==> src/sv/waypoint_list_engine_macros.svh <==
// assertion macros for the waypoint list engine, included by wle_dp
`ifndef WAYPOINT_LIST_ENGINE_MACROS_SVH
`define WAYPOINT_LIST_ENGINE_MACROS_SVH
`ifndef SYNTHESIS
`define WLE_ASSERT_IMP(lbl, clk, rst_n, ante, cons) \
	lbl: assert property (@(posedge clk) disable iff (!rst_n) (ante) |-> (cons)) \
		else $error("waypoint list engine check failed");
`define WLE_ASSERT_NEXT(lbl, clk, rst_n, ante, cons) \
	lbl: assert property (@(posedge clk) disable iff (!rst_n) (ante) |=> (cons)) \
		else $error("waypoint list engine check failed");
`else
`define WLE_ASSERT_IMP(lbl, clk, rst_n, ante, cons)
`define WLE_ASSERT_NEXT(lbl, clk, rst_n, ante, cons)
`endif
`endif

==> src/sv/wle_pkg.sv <==
package wle_pkg;

	localparam int unsigned DEPTH   = 64;
	localparam int unsigned ADDR_W  = $clog2(DEPTH);
	localparam int unsigned CNT_W   = 7;
	localparam int unsigned IDX_W   = 6;
	localparam int unsigned COORD_W = 16;

	typedef enum logic [3:0] {
		OP_APPEND    = 4'd0,
		OP_EDIT      = 4'd1,
		OP_INSERT    = 4'd2,
		OP_REMOVE    = 4'd3,
		OP_DROP      = 4'd4,
		OP_CLEAR     = 4'd5,
		OP_READ      = 4'd6,
		OP_READ_LAST = 4'd7,
		OP_PRUNE     = 4'd8
	} op_t;

	typedef struct packed {
		logic [3:0]                kind;
		logic [IDX_W-1:0]          index;
		logic signed [COORD_W-1:0] coord_x;
		logic signed [COORD_W-1:0] coord_y;
	} item_t;

	typedef struct packed {
		logic signed [COORD_W-1:0] out_x;
		logic signed [COORD_W-1:0] out_y;
		logic [CNT_W-1:0]          point_count;
		logic                      status;
	} res_t;

	// y in the upper half, x in the lower half
	typedef struct packed {
		logic [COORD_W-1:0] y;
		logic [COORD_W-1:0] x;
	} point_t;

	typedef enum logic [3:0] {
		CMD_NONE,
		CMD_CAPTURE,
		CMD_SIMPLE,
		CMD_RD,
		CMD_BEGIN,
		CMD_SHIFT,
		CMD_PUT,
		CMD_REM_END,
		CMD_PR_READ,
		CMD_FSET,
		CMD_FILL,
		CMD_PR_END
	} cmd_t;

	typedef struct packed {
		logic [3:0] kind;
		logic       reject;
		logic       no_move;
		logic       last;
		logic       fill_done;
	} stat_t;

	typedef enum logic [3:0] {
		S_IDLE,
		S_EXEC,
		S_RD_WAIT,
		S_SHIFT,
		S_DRAIN,
		S_PUT,
		S_PR_READ,
		S_PR_DRAIN,
		S_PR_FSET,
		S_PR_FILL
	} state_t;

endpackage

==> src/sv/wle_ctrl.sv <==
module wle_ctrl (
	input  logic           clk,
	input  logic           arst_n,
	input  logic           start,
	input  wle_pkg::stat_t stat,
	output logic           busy,
	output wle_pkg::cmd_t  cmd
);
	import wle_pkg::*;

	state_t state_q, state_d;

	always_ff @(posedge clk or negedge arst_n) begin
		if (!arst_n) begin
			state_q <= S_IDLE;
		end else begin
			state_q <= state_d;
		end
	end

	always_comb begin
		state_d = state_q;
		cmd     = CMD_NONE;
		unique case (state_q)
			S_IDLE: begin
				if (start) begin
					cmd     = CMD_CAPTURE;
					state_d = S_EXEC;
				end
			end
			S_EXEC: begin
				if (stat.reject) begin
					cmd     = CMD_SIMPLE;
					state_d = S_IDLE;
				end else begin
					case (stat.kind) inside
						OP_READ, OP_READ_LAST: begin
							cmd     = CMD_RD;
							state_d = S_RD_WAIT;
						end
						OP_INSERT: begin
							if (stat.no_move) begin
								state_d = S_PUT;
							end else begin
								cmd     = CMD_BEGIN;
								state_d = S_SHIFT;
							end
						end
						OP_REMOVE: begin
							if (stat.no_move) begin
								cmd     = CMD_REM_END;
								state_d = S_IDLE;
							end else begin
								cmd     = CMD_BEGIN;
								state_d = S_SHIFT;
							end
						end
						OP_PRUNE: begin
							if (stat.no_move) begin
								cmd     = CMD_SIMPLE;
								state_d = S_IDLE;
							end else begin
								cmd     = CMD_BEGIN;
								state_d = S_PR_READ;
							end
						end
						default: begin
							cmd     = CMD_SIMPLE;
							state_d = S_IDLE;
						end
					endcase
				end
			end
			S_RD_WAIT: begin
				state_d = S_IDLE;
			end
			S_SHIFT: begin
				cmd = CMD_SHIFT;
				if (stat.last) begin
					state_d = S_DRAIN;
				end
			end
			S_DRAIN: begin
				// last moved word is written in this cycle
				if (stat.kind == OP_INSERT) begin
					state_d = S_PUT;
				end else begin
					cmd     = CMD_REM_END;
					state_d = S_IDLE;
				end
			end
			S_PUT: begin
				cmd     = CMD_PUT;
				state_d = S_IDLE;
			end
			S_PR_READ: begin
				cmd = CMD_PR_READ;
				if (stat.last) begin
					state_d = S_PR_DRAIN;
				end
			end
			S_PR_DRAIN: begin
				state_d = S_PR_FSET;
			end
			S_PR_FSET: begin
				cmd     = CMD_FSET;
				state_d = S_PR_FILL;
			end
			S_PR_FILL: begin
				if (stat.fill_done) begin
					cmd     = CMD_PR_END;
					state_d = S_IDLE;
				end else begin
					cmd = CMD_FILL;
				end
			end
			default: begin
				state_d = S_IDLE;
			end
		endcase
	end

	assign busy = (state_q != S_IDLE);

endmodule

==> src/sv/wle_dp.sv <==
`include "waypoint_list_engine_macros.svh"

module wle_dp (
	input  logic           clk,
	input  logic           arst_n,
	input  wle_pkg::item_t item,
	input  wle_pkg::cmd_t  cmd,
	output wle_pkg::stat_t stat,
	output logic           strobe,
	output wle_pkg::res_t  result
);
	import wle_pkg::*;

	typedef enum logic [2:0] {
		TAG_NONE,
		TAG_RESULT,
		TAG_MOVE,
		TAG_A,
		TAG_B,
		TAG_P
	} tag_t;

	point_t            mem [DEPTH];
	logic [DEPTH-1:0]  valid_q;

	logic [3:0]        kind_q;
	logic [IDX_W-1:0]  idx_q;
	point_t            pt_q;
	logic [CNT_W-1:0]  count_q;
	logic [CNT_W-1:0]  ptr_q;
	logic [CNT_W-1:0]  kept_q;
	point_t            a_q, b_q, last_q;
	point_t            rdata_q;
	logic              rvalid_q;
	tag_t              rtag_s1;
	logic [ADDR_W-1:0] wdst_s1;
	res_t              res_q;
	logic              strobe_q;

	logic [CNT_W-1:0]  idx_ext, depth_c, cnt_m1, ptr_p1, ptr_m1, kept_m1;
	logic              full, reject, no_move, is_ins, coll;
	point_t            p;
	logic [ADDR_W-1:0] raddr, waddr;
	logic              we;
	point_t            wdata;
	logic [CNT_W-1:0]  count_d;
	logic              clear_d;
	res_t              res_d;
	logic              strobe_d;
	logic              tag_wr, cmd_wr_free;

	function automatic logic collinear(point_t a, point_t b, point_t c);
		return ((a.x == b.x) && (b.x == c.x)) || ((a.y == b.y) && (b.y == c.y));
	endfunction

	assign idx_ext = CNT_W'(idx_q);
	assign depth_c = CNT_W'(DEPTH);
	assign cnt_m1  = count_q - CNT_W'(1);
	assign ptr_p1  = ptr_q + CNT_W'(1);
	assign ptr_m1  = ptr_q - CNT_W'(1);
	assign kept_m1 = kept_q - CNT_W'(1);
	assign full    = (count_q >= depth_c);
	assign is_ins  = (kind_q == OP_INSERT);
	// never-written entries read as zero
	assign p       = rvalid_q ? rdata_q : '0;
	assign coll    = collinear(a_q, b_q, p);

	assign tag_wr      = (rtag_s1 == TAG_MOVE) || (rtag_s1 == TAG_P);
	assign cmd_wr_free = (cmd == CMD_NONE) || (cmd == CMD_SHIFT) ||
		(cmd == CMD_PR_READ) || (cmd == CMD_REM_END);

	always_comb begin
		reject  = 1'b0;
		no_move = 1'b0;
		case (kind_q) inside
			OP_APPEND:               reject = full;
			OP_EDIT, OP_READ:        reject = (idx_ext >= depth_c);
			OP_INSERT: begin
				reject  = full || (idx_ext > count_q);
				no_move = (idx_ext == count_q);
			end
			OP_REMOVE: begin
				reject  = (idx_ext >= count_q);
				no_move = (idx_ext == cnt_m1);
			end
			OP_PRUNE:                no_move = (count_q < CNT_W'(3));
			OP_DROP, OP_CLEAR, OP_READ_LAST: reject = 1'b0;
			default:                 reject = 1'b1;
		endcase
	end

	always_comb begin
		stat.kind      = kind_q;
		stat.reject    = reject;
		stat.no_move   = no_move;
		stat.last      = is_ins ? (ptr_q == idx_ext) : (ptr_q == cnt_m1);
		stat.fill_done = (ptr_q >= count_q);
	end

	// read address
	always_comb begin
		case (cmd)
			CMD_RD: begin
				if (kind_q == OP_READ_LAST) begin
					raddr = (count_q == '0) ? '0 : cnt_m1[ADDR_W-1:0];
				end else begin
					raddr = idx_q[ADDR_W-1:0];
				end
			end
			CMD_SHIFT, CMD_PR_READ: raddr = ptr_q[ADDR_W-1:0];
			default:                raddr = '0;
		endcase
	end

	// single write port: read responses first, then direct writes
	always_comb begin
		we    = 1'b0;
		waddr = '0;
		wdata = p;
		case (rtag_s1)
			TAG_MOVE: begin
				we    = 1'b1;
				waddr = wdst_s1;
			end
			TAG_P: begin
				we    = 1'b1;
				waddr = coll ? kept_m1[ADDR_W-1:0] : kept_q[ADDR_W-1:0];
			end
			default: begin
				case (cmd)
					CMD_SIMPLE: begin
						wdata = pt_q;
						if (!reject && kind_q == OP_APPEND) begin
							we    = 1'b1;
							waddr = count_q[ADDR_W-1:0];
						end else if (!reject && kind_q == OP_EDIT) begin
							we    = 1'b1;
							waddr = idx_q[ADDR_W-1:0];
						end
					end
					CMD_PUT: begin
						we    = 1'b1;
						waddr = idx_q[ADDR_W-1:0];
						wdata = pt_q;
					end
					CMD_FILL: begin
						we    = 1'b1;
						waddr = ptr_q[ADDR_W-1:0];
						wdata = last_q;
					end
					default: we = 1'b0;
				endcase
			end
		endcase
	end

	// count and result word
	always_comb begin
		count_d  = count_q;
		clear_d  = 1'b0;
		strobe_d = 1'b0;
		res_d    = '0;
		case (cmd)
			CMD_SIMPLE: begin
				if (!reject) begin
					case (kind_q) inside
						OP_APPEND: count_d = count_q + CNT_W'(1);
						OP_DROP:   count_d = (count_q == '0) ? count_q : cnt_m1;
						OP_CLEAR: begin
							count_d = '0;
							clear_d = 1'b1;
						end
						default:   count_d = count_q;
					endcase
				end
				strobe_d = 1'b1;
				res_d.status = reject;
			end
			CMD_PUT: begin
				count_d  = count_q + CNT_W'(1);
				strobe_d = 1'b1;
			end
			CMD_REM_END: begin
				count_d  = cnt_m1;
				strobe_d = 1'b1;
			end
			CMD_PR_END: begin
				count_d  = kept_q;
				strobe_d = 1'b1;
			end
			default: count_d = count_q;
		endcase
		if (rtag_s1 == TAG_RESULT) begin
			strobe_d  = 1'b1;
			res_d.out_x = p.x;
			res_d.out_y = p.y;
		end
		res_d.point_count = count_d;
	end

	always_ff @(posedge clk) begin
		if (we) begin
			mem[waddr] <= wdata;
		end
		rdata_q <= mem[raddr];
	end

	always_ff @(posedge clk or negedge arst_n) begin
		if (!arst_n) begin
			valid_q  <= '0;
			rvalid_q <= 1'b0;
			count_q  <= '0;
			ptr_q    <= '0;
			kept_q   <= '0;
			rtag_s1  <= TAG_NONE;
			strobe_q <= 1'b0;
		end else begin
			rvalid_q <= valid_q[raddr];
			if (clear_d) begin
				valid_q <= '0;
			end else if (we) begin
				valid_q[waddr] <= 1'b1;
			end
			count_q  <= count_d;
			strobe_q <= strobe_d;
			case (cmd)
				CMD_RD: rtag_s1 <= TAG_RESULT;
				CMD_BEGIN: begin
					rtag_s1 <= TAG_NONE;
					kept_q  <= CNT_W'(2);
					case (kind_q) inside
						OP_INSERT: ptr_q <= cnt_m1;
						OP_REMOVE: ptr_q <= idx_ext + CNT_W'(1);
						default:   ptr_q <= '0;
					endcase
				end
				CMD_SHIFT: begin
					rtag_s1 <= TAG_MOVE;
					ptr_q   <= is_ins ? ptr_m1 : ptr_p1;
				end
				CMD_PR_READ: begin
					if (ptr_q == CNT_W'(0)) begin
						rtag_s1 <= TAG_A;
					end else if (ptr_q == CNT_W'(1)) begin
						rtag_s1 <= TAG_B;
					end else begin
						rtag_s1 <= TAG_P;
					end
					ptr_q <= ptr_p1;
				end
				CMD_FSET: begin
					rtag_s1 <= TAG_NONE;
					ptr_q   <= kept_q;
				end
				CMD_FILL: begin
					rtag_s1 <= TAG_NONE;
					ptr_q   <= ptr_p1;
				end
				default: begin
					rtag_s1 <= TAG_NONE;
					ptr_q   <= ptr_q;
				end
			endcase
			if (rtag_s1 == TAG_P && !coll) begin
				kept_q <= kept_q + CNT_W'(1);
			end
		end
	end

	always_ff @(posedge clk) begin
		if (cmd == CMD_CAPTURE) begin
			kind_q <= item.kind;
			idx_q  <= item.index;
			pt_q   <= {item.coord_y, item.coord_x};
		end
		if (cmd == CMD_SHIFT) begin
			wdst_s1 <= is_ins ? ptr_p1[ADDR_W-1:0] : ptr_m1[ADDR_W-1:0];
		end
		case (rtag_s1)
			TAG_A: a_q <= p;
			TAG_B: b_q <= p;
			TAG_P: begin
				// the kept pair tracks store[kept-2] and store[kept-1]
				if (!coll) begin
					a_q <= b_q;
				end
				b_q    <= p;
				last_q <= p;
			end
			default: b_q <= b_q;
		endcase
		if (strobe_d) begin
			res_q <= res_d;
		end
	end

	assign strobe = strobe_q;
	assign result = res_q;

	`WLE_ASSERT_IMP(a_wr_port_free, clk, arst_n, tag_wr, cmd_wr_free)
	`WLE_ASSERT_IMP(a_kept_below_count, clk, arst_n, rtag_s1 == TAG_P, kept_q < count_q)
	`WLE_ASSERT_NEXT(a_put_grows_count, clk, arst_n, cmd == CMD_PUT, count_q == $past(count_q) + CNT_W'(1))

endmodule

==> src/sv/waypoint_list_engine.sv <==
// channel  dir  ports                handshake
// command  in   start, item, busy    word taken at a clock edge with start high, busy low
// result   out  strobe, result       one word per command, valid for one cycle, no stall
//
// results are registered; a read also passes the registered store read first
// insert and remove move one entry per cycle through the store's single read and write port
// prune reads each entry once, then refills the tail one entry a cycle
// reset clears the count and all per-entry valid bits at once; no clearing pass is run
// the receiver cannot stall: a result word is lost if not taken in its strobe cycle
module waypoint_list_engine (
	input  logic           clk,
	input  logic           arst_n,
	input  logic           start,
	input  wle_pkg::item_t item,
	output logic           busy,
	output logic           strobe,
	output wle_pkg::res_t  result
);
	import wle_pkg::*;

	cmd_t  cmd;
	stat_t stat;

	wle_ctrl u_ctrl (
		.clk    (clk),
		.arst_n (arst_n),
		.start  (start),
		.stat   (stat),
		.busy   (busy),
		.cmd    (cmd)
	);

	wle_dp u_dp (
		.clk    (clk),
		.arst_n (arst_n),
		.item   (item),
		.cmd    (cmd),
		.stat   (stat),
		.strobe (strobe),
		.result (result)
	);

endmodule
==> config.mk <==
export PLATFORM = sky130hd
export DESIGN_NAME = waypoint_list_engine
export DESIGN_NICKNAME = d
export VERILOG_FILES = /design/src/sv/wle_pkg.sv /design/src/sv/wle_ctrl.sv /design/src/sv/wle_dp.sv /design/src/sv/waypoint_list_engine.sv
export VERILOG_INCLUDE_DIRS = /design/src /design/src/sv
export SDC_FILE = /design/constraint.sdc
export NUM_CORES = 2
export LEC_CHECK = 0
export BUFFER_PORTS_ARGS = -buffer_cell sky130_fd_sc_hd__clkbuf_2
export CORE_MARGIN = 5
export CORE_UTILIZATION = 45
export CTS_CLUSTER_DIAMETER = 30
export DETAILED_ROUTE_END_ITERATION = 8
export SYNTH_ARGS = -nofsm -noshare
export SYNTH_HDL_FRONTEND = slang
export SYNTH_HIERARCHICAL = 1
export SYNTH_SLANG_ARGS = --single-unit
==> constraint.sdc <==
create_clock -name clk -period 7.02 [get_ports clk]
set_input_delay 1.404 -clock clk [delete_from_list [all_inputs] [get_ports clk]]
set_output_delay 1.404 -clock clk [all_outputs]
set_load 0.1 [all_outputs]
==> key figures <==
Outcome
  • Outcome: completed

Detailed routing
  • Routed WL: 305 mm
  • Total number of vias: 67322
  • Drt wl/cell: 26.8 microns
  • Remaining antenna violation count: 0
  • Initial DRC Count: 7943
  • DRC: 0
  • Drt first pass iters: 6
  • Avg Vias per Cell: 5.92

Min path
  • Hold WC Path Type: input port to asynchronous set/reset pin

STA
  • Worst setup margin: 242 ps
  • Worst-Margin Slew: 1310 ps
  • Final setup violation count: 0
  • Worst Skew: 100 ps
  • Relative slew slack: 11.7%
  • Final TNS setup: 0 ps
  • Final hold vios: 0
  • RSZ-0062 raised after global routing: no
  • Final worst path period share: 96.5%
  • Slew Limit Fails: 0
  • Max Clk Rate: 148 MHz
  • Final Critical Period: 6780 ps

Clock network
  • CTS H-tree lvls: 5
  • CTS tree: yes
  • Clock transition at path regs: 50 ps
  • Clock Path Buffers: 4
  • Hold_buf cts: 0
  • Num Clock Sinks: 2358
  • Post-CTS Setup Bufs: 0
  • Clock root buffer: clkbuf_16
  • CTS Buf Count: 462
  • Clock Latency Late Sink: 1010 ps

Place
  • DP Area: 105000 sq um
  • Post-Place Cells: 10518
  • Pre-CTS setup slack: -95.9 ps
  • Placer congestion estimate: 0.926
  • Detailed placement HPWL: 176 mm
  • I/O Buffers: 86

Logic synthesis
  • #FFs+latches synth: 2358
  • Post-synth top area share: 69.1%
  • Async SR Flop Fraction: 3.99%
  • Avg Cell Area, Syn: 12.6 sq um
  • Post-synth EDFFs: 2232
  • Commonest cells post-synth: 2232 x edfxtp_1, 2019 x nand2_1, 1060 x nand3_1
  • Synthesized cell area: 97000 sq um
  • Yosys warns: 6
  • Main synth FF type: edfxtp_1
  • Synth area leader: edfxtp_1
  • Most instantiated library cell after synthesis: edfxtp_1
  • Post-Syn Instances: 7694
  • Area contributors post-synth: edfxtp_1 69%, nand2_1 7.8%, nand3_1 5.5%, dfrtp_1 2.4%, mux2i_1 1.8%
  • Sequential fraction of the synthesis area: 72.2%
  • Syn_nets: 7761
  • Netlist cell types: 96

Floorplanning
  • Initial Utilization: 45.2%
  • Core area: 215000 sq um
  • Die ar.: 225000 sq um
  • DIE WIDTH: 474 microns
  • DIE HEIGHT: 474 microns
  • # IOs: 87
  • # rows: 170

Cells and area
  • Final #Nets: 8211
  • Area grow syn2layout: 24.5%
  • Fillers: 16948
  • Fraction of layout cells with a size suffix above 1: 17.3%
  • Fin area: 121000 sq um
  • Layout Cells excl Fill: 11367

GRT
  • Maximum number of pins on one net before global-route repair: 125
  • Initial antenna violation count: 13
  • First-pass GRT wire length: 443 mm
  • Gr ovfl total: 0
  • Vias in the first global route: 64636
  • Gr usage total: 26.6%

Worst setup path
  • Setup CP Type: register to register
  • Worst path required time: 7810 ps
  • Crit end category: register
  • R2R depth: 20
  • CP Max Fanout: 11
  • Crit path launch type: register
  • Crit Reg-Reg Endpoint: u_dp/rdata_q[23]
  • Reg2reg setup slack: 240 ps
  • Worst Path Arrival: 7560 ps
  • R2r startpoint: u_dp/count_q[2]

Run
  • Max-cap viol count: 0

Power and ir drop
  • Leak pwr: 43.3 nW
  • Max IR drop VDD: 0.000516 V
  • Cell Pwr Density: 541 nW/um^2
-- critical path, cell delays in order, from the launching register on --
cell      delay [ps]
dfrtp_1          510
or3_1            450
or4_1            450
and2_1           260
xnor2_1          160
nor3_1           190
o22a_1           320
or3b_2           200
o22ai_1           90
nand2_1          100
o311ai_2         250
or3b_2           650
a21oi_1          390
and2_1           280
nor2_4            80
and3_1           530
buf_4            390
nand3_1          100
o31ai_1          110
nor4_2           750
nand3_1          310
-- metal layers --
metal / track usage [%] / routed length, microns
met1: 37.2 / 123000
met5: 0 / 41
met3: 5.57 / 30700
met2: 40.7 / 138000
met4: 11.0 / 13400
-- kinds of logic (layout without fill, tap and decap cells) --
| logic type | after synthesis | after routing | synth area share, % |
|---|---|---|---|
| simple gates | 3676 | 3676 | 17.1 |
| flops | 2358 | 2358 | 72.2 |
| compound gates | 795 | 795 | 5.30 |
| buf+inv | 580 | 1413 | 2.41 |
| mux | 186 | 186 | 2.02 |
| xor+xnor | 76 | 76 | 0.686 |
| fa+ha+maj | 23 | 23 | 0.294 |
| other cells | 0 | 2 | 0 |
-- sequential cells by signal (all words and copies together) (netlist names), 32 cells and up --
signal / cells
u_dp/rdata_q: 32
u_dp/last_q: 32
u_dp/pt_q: 32
u_dp/mem: 2048
u_dp/a_q: 32
u_dp/valid_q: 64
u_dp/b_q: 32
u_dp/result: 40
-- stage by stage --
step	hold slack (ps)	power [mW]	util, %
after CTS	436	65.3	56.2
after global placement	455	42.4	48.7
after global routing	484	67.7	56.3
final	449	65.3	56.3
after detailed placement	464	42.7	48.7
after floorplan	446	33.1	-
-- worst max-delay path by stage --
stage                    start                to  slack [ps]  cells after the start
2_1_floorplan  u_dp/count_q[0]     u_dp/idx_q[0]         200                     19
3_3_place_gp   u_dp/count_q[1]   u_dp/rdata_q[6]        -290                     26
3_5_place_dp   u_dp/count_q[1]  u_dp/rdata_q[23]        -100                     22
4_1_cts        u_dp/count_q[1]  u_dp/rdata_q[16]          60                     22
5_1_grt        u_dp/count_q[1]  u_dp/rdata_q[23]          30                     22
6_report       u_dp/count_q[2]  u_dp/rdata_q[23]         240                     20
-- where the power goes --
| group | total [mW] | internal, mW | switching [mW] | leakage (nW) |
|---|---|---|---|---|
| registers | 21.3 | 20.6 | 0.674 | 21.8 |
| logic | 21.6 | 5.39 | 16.2 | 13.7 |
| clock network | 22.5 | 15.3 | 7.21 | 7.73 |
-- placed cells by master, fill, tap and decap left out, types with 49 or more instances in the layout --
cell type,netlist,final
a211oi_1,67,67
a21oi_1,229,228
a22oi_1,57,56
a311oi_1,66,66
and3_1,203,203
buf_12,1,111
buf_4,3,301
bufinv_16,0,85
clkbuf_1,376,52
clkbuf_16,0,469
clkbuf_2,0,85
clkinv_1,0,50
clkinv_2,0,78
clkinvlp_4,0,54
dfrtp_1,94,93
edfxtp_1,2232,2232
inv_1,65,64
mux2i_1,174,174
nand2_1,2019,2017
nand3_1,1060,1053
nor2_1,158,90
nor2_4,0,66
nor4_1,70,49
o21ai_0,136,134
xnor2_1,49,49
-- layout make-up --
class / instances / area [sq um] / area share (%)
Clock inverter: 323 / 4110 / 3.40
Clock buffer: 524 / 12000 / 9.91
Tap cell: 2838 / 3550 / 2.94
Inverter: 65 / 245 / 0.203
Antenna cell: 2 / 5.00 / 0.00414
Sequential cell: 2358 / 70000 / 58.0
Timing Repair Buffer: 501 / 4960 / 4.10
Multi-Input combinational cell: 4756 / 25900 / 21.5
-- timing repair --
item,in CTS,in global routing
gates resized for setup,2,21
gates cloned,0,0
setup endpoints to repair,2,15
pin swaps,0,2
hold endpoints to repair,0,0
(Power assumes the default switching activity.)
